<file path="config.mk">
export PLATFORM = sky130hd
export DESIGN_NAME = iiss_ram
export DESIGN_NICKNAME = d
export VERILOG_FILES = /design/src/rtl/iiss_ram.sv
export SDC_FILE = /design/constraint.sdc
export NUM_CORES = 1
export LEC_CHECK = 0
export ABC_CLOCK_PERIOD_IN_PS = 1860
export BUFFER_PORTS_ARGS = -buffer_cell sky130_fd_sc_hd__buf_2
export CAP_MARGIN = 20
export CORE_MARGIN = 2
export CORE_UTILIZATION = 50
export CTS_BUF_LIST = sky130_fd_sc_hd__clkbuf_4
export DETAILED_ROUTE_END_ITERATION = 6
export PLACE_DENSITY_LB_ADDON = 0.05
export SLEW_MARGIN = 15
export SYNTH_ARGS = -nofsm -noshare
export SYNTH_HDL_FRONTEND = slang
export SYNTH_SLANG_ARGS = --single-unit
export TNS_END_PERCENT = 30
</file>
<file path="constraint.sdc">
create_clock -name clk -period 1.86 [get_ports clk]
set_clock_uncertainty 0.05 [all_clocks]
set_input_delay 0.465 -clock clk [delete_from_list [all_inputs] [get_ports clk]]
set_output_delay 0.465 -clock clk [all_outputs]
set_load 0.02 [all_outputs]
</file>
<file path="src/rtl/iiss_ram.sv">
// generic simple dual-port ram, one write and one registered read port
module iiss_ram #(
  parameter int WIDTH = 8,
  parameter int DEPTH = 16
) (
  input  logic                     clk,
  input  logic                     we,
  input  logic [$clog2(DEPTH)-1:0] waddr,
  input  logic [WIDTH-1:0]         wdata,
  input  logic                     re,
  input  logic [$clog2(DEPTH)-1:0] raddr,
  output logic [WIDTH-1:0]         rdata
);

  logic [WIDTH-1:0] mem [DEPTH];

  always_ff @(posedge clk) begin
    if (we) begin
      mem[waddr] <= wdata;
    end
  end

  // read data holds until the next read
  always_ff @(posedge clk) begin
    if (re) begin
      rdata <= mem[raddr];
    end
  end

endmodule
</file>
[Word-level counts from Yosys, hierarchy flattened]
Memory sizes are Yosys's and may differ from the RTL's. A register that Yosys moved wholly into a read port is not among the register bits.
Index checks and enable logic that the tools add are counted.
Word-level totals
  register bits after elaboration: 0
  bits in writable memories: 128
  latch bits: 0
  memories kept: 1
  output and inout port bits: 8
  bits of input ports: 19
  ROM bits: 0
  word-level logic and storage cells: 3
Operators by class
  mux-type cells: 2
  equal/unequal tests: 0
  order comparisons: 0
  multipliers: 0
  reduce and logical (&&, ||, !) cells: 0
  $add $sub $neg: 0
  bitwise operators: 0
  div/mod/pow operators: 0
  shift operators: 0
Memory list
  mem: words 16, width 8, rd ports 1, clocked after memory_dff 1, wr ports 1, RTL line 15  | logic [WIDTH-1:0] mem [DEPTH];
Operators with widths (count)
  two-way mux 1 bit: 2

[Longest topological paths before layout]
  word-level depth: 2
  gate-level depth with buffers: 5
  depth with buffers taken out: 3

[Worst setup path before layout]
Ideal clock, no wire load.
  kind: input -> register
  start: input waddr[2]
  end: memory mem[0][0], enable pin
  cell stages on the path: 2
  arrival: 1.575 ns
  data required time: 1.427 ns
  buffers on the path: 0
  library setup time: 0.383 ns
  path slack: -0.148 ns
  path through: or3b_2 -> nor3_1
RTL lines
  from (decl): RTL line 8  | input logic [$clog2(DEPTH)-1:0] waddr,
  to (decl): RTL line 15
Straight into the memory's write port.

==> results.sh <==
export IMPL_cts_buffer_depth=2
export IMPL_grt_usage_pct=20.7
export IMPL_io_pin_count=27
export IMPL_r2r_start="mem[6][3]"
export IMPL_reg2reg_slack_ns=0.27
export IMPL_path_buf_inv=3
export IMPL_fin_setup_tns_ns=0
export IMPL_overflow=0
export IMPL_arrival_ns=1.81
export IMPL_critPathKind="in2reg"
export IMPL_die_area_sq_mm=0.0113
export IMPL_worstPathMaxFanout=6
export IMPL_drc=0
export IMPL_drive_gt1_share_pct=34.6
export IMPL_vdd_drop_max_v=0.000454
export IMPL_maxSlewHeadroom_pct=44.6
export IMPL_cts_sinks=136
export IMPL_cts_setup_buffers=0
export IMPL_grt_first_pass_wirelength_um=15900
export IMPL_ys_flop_type="edfxtp_1"
export IMPL_hold_slack_ns=0.270
export IMPL_root_buffer="clkbuf_4"
export IMPL_fin_crit_sh_pct=86.7
export IMPL_hold_depth=1
export IMPL_synth_seq_area_share_pct=78.1
export IMPL_ys_top_cells_by_area="edfxtp_1 78%, mux4_2 7.8%, mux4_1 7.0%"
export IMPL_routed_via_count=2574
export IMPL_portBuffers=26
export IMPL_cts_resized=0
export IMPL_power_static_leakage_uw=0.00202
export IMPL_worstHoldPathType="in2reg"
export IMPL_clkLatencyLatePin_ns=0.51
export IMPL_grt_max_degree=23
export IMPL_syn_inst=229
export IMPL_first_pass_iters=4
export IMPL_synth_edf_count=136
export IMPL_worst_pin_slew_ns=0.829
export IMPL_routed_wl_um=10500
export IMPL_min_delay_start="re"
export IMPL_cts_buffers=17
export IMPL_clk_pin_slew_ns=0.11
export IMPL_die_w_um=106
export IMPL_cts_htree_levels=4
export IMPL_slew_viol_final=0
export IMPL_gp_congestion=0.726
export IMPL_synth_most_common_cell="edfxtp_1"
export IMPL_cp_start_kind="input port"
export IMPL_insertedDiodeCount=0
export IMPL_synth_cell_type_count=18
export IMPL_syn_num_nets=248
export IMPL_wl_per_cell_um=23.5
export IMPL_first_iter_violations=201
export IMPL_crit_chain="buf_2, buf_4, buf_12, mux4_1, a22oi_1, nand2_1"
export IMPL_yosys_area_top_type_share_pct=78.1
export IMPL_cts_tree="done"
export IMPL_area_delta_synth_final_pct=13.5
export IMPL_hold_end="rdata[1]"
export IMPL_dp_cells=415
export IMPL_fin_nets=317
export IMPL_fin_crit_ns=1.61
export IMPL_drtAntennaViolNets=0
export IMPL_crit_slowest_cell="mux4_1"
export IMPL_powerDensity_mw_per_mm2=899
export IMPL_synth_common_cells="136 x edfxtp_1, 18 x mux4_2, 16 x a22oi_1"
export IMPL_ys_ff_latch=136
export IMPL_grt_pass1_vias=2608
export IMPL_synth_area_sq_mm=0.00523
export IMPL_r2r_end="rdata[3]"
export IMPL_end_kind="flip-flop"
export IMPL_dp_hpwl_um=6880
export IMPL_fin_cells=445
export IMPL_critPathTopFamily="multiplexers"
export IMPL_vias_per_cell=5.78
export IMPL_antenna_found_initial=0
export IMPL_maxCapViolations=0
export IMPL_yosys_area_top_type="edfxtp_1"
export IMPL_setup_viol=0
export IMPL_start_util_pct=51.1
export IMPL_rows=37
export IMPL_yosysWarnings=0
export IMPL_outcome="finished clean"
export IMPL_clock_fmax_mhz=620
export IMPL_r2r_cells=3
export IMPL_core_area_sq_mm=0.0102
export IMPL_max_stage_delay_ns=0.55
export IMPL_fp_dieH_um=106
export IMPL_rsz0062_at_grt="no"
export IMPL_avgSynthCellArea_sq_um=22.8
export IMPL_cts_hold_buffers=0
export IMPL_ys_async_sr_fraction_pct=0
export IMPL_hold_violations=0
export IMPL_crit_required_ns=2.06
[cell type report]
class | count | area [sq um]
repair buffers | 60 | 410
clock buffers | 23 | 173
multi-input cells | 83 | 1060
well taps | 136 | 170
clock inverters | 7 | 31.3
flip-flops and latches | 136 | 4080
fillers | 786 | 4300
[routing by layer]
layer | up-vias | routed length (um) | track usage, % | part of all wire, %
met5 | - | 0 | 0 | 0
met3 | 15 | 503 | 5.46 | 4.8
li1 | 1119 | - | - | -
met2 | 87 | 4740 | 29.5 | 45
met4 | 0 | 217 | 8.18 | 2.1
met1 | 1353 | 5010 | 30.9 | 48
[state kept, by name, summed over array words and instances (netlist names)]
signal / flops
mem: 128
rdata: 8
[cell families (layout without fill, tap and decap cells)]
kind of cell / Yosys count / after routing / synth area share, %
buf+inv: 10 / 90 / 1.65
compound gates: 16 / 16 / 2.30
simple gates: 35 / 35 / 3.14
flops: 136 / 136 / 78.1
mux: 32 / 32 / 14.8
[stage by stage]
step / util (%) / power [uW] / setup WS [ns] / area [sq um]
2_1_floorplan: - / 3720 / 0.0626 / 5230
3_3_place_gp: 56.0 / 3900 / -0.273 / 5730
3_5_place_dp: 56.0 / 3900 / -0.300 / 5730
4_1_cts: 58.0 / 5380 / 0.206 / 5930
5_1_grt: 58.0 / 5550 / 0.188 / 5930
6_report: 58.0 / 5330 / 0.248 / 5930
[report_power, final]
part	total (uW)	switching (uW)	internal, uW
clock network	1500	923	582
registers	3460	15.6	3450
logic	362	210	152
total	5330	1150	4180
[how the worst max path moves through the flow]
stage                     startpoint  endpoint  slack [ns]  cells past startpoint
after global placement      raddr[0]  rdata[3]       -0.27                      5
after floorplan             raddr[0]  rdata[1]        0.06                      5
final                       raddr[0]  rdata[2]        0.25                      6
after global routing        rdata[2]  rdata[2]        0.19                      1
after detailed placement    raddr[0]  rdata[2]       -0.30                      6
after CTS                   rdata[2]  rdata[2]        0.21                      1
[layout by cell type, fill, tap and decap left out, types with 2 or more instances in the layout]
cell	count
nand2_1	9
a22oi_1	16
buf_12	2
nor2_1	13
buf_4	32
clkbuf_4	23
nand2b_1	2
edfxtp_1	136
mux4_2	18
clkinv_2	4
buf_2	26
nor3_1	3
clkinv_1	3
nand3b_1	2
mux4_1	14
Power figures use the tool's default switching activity.
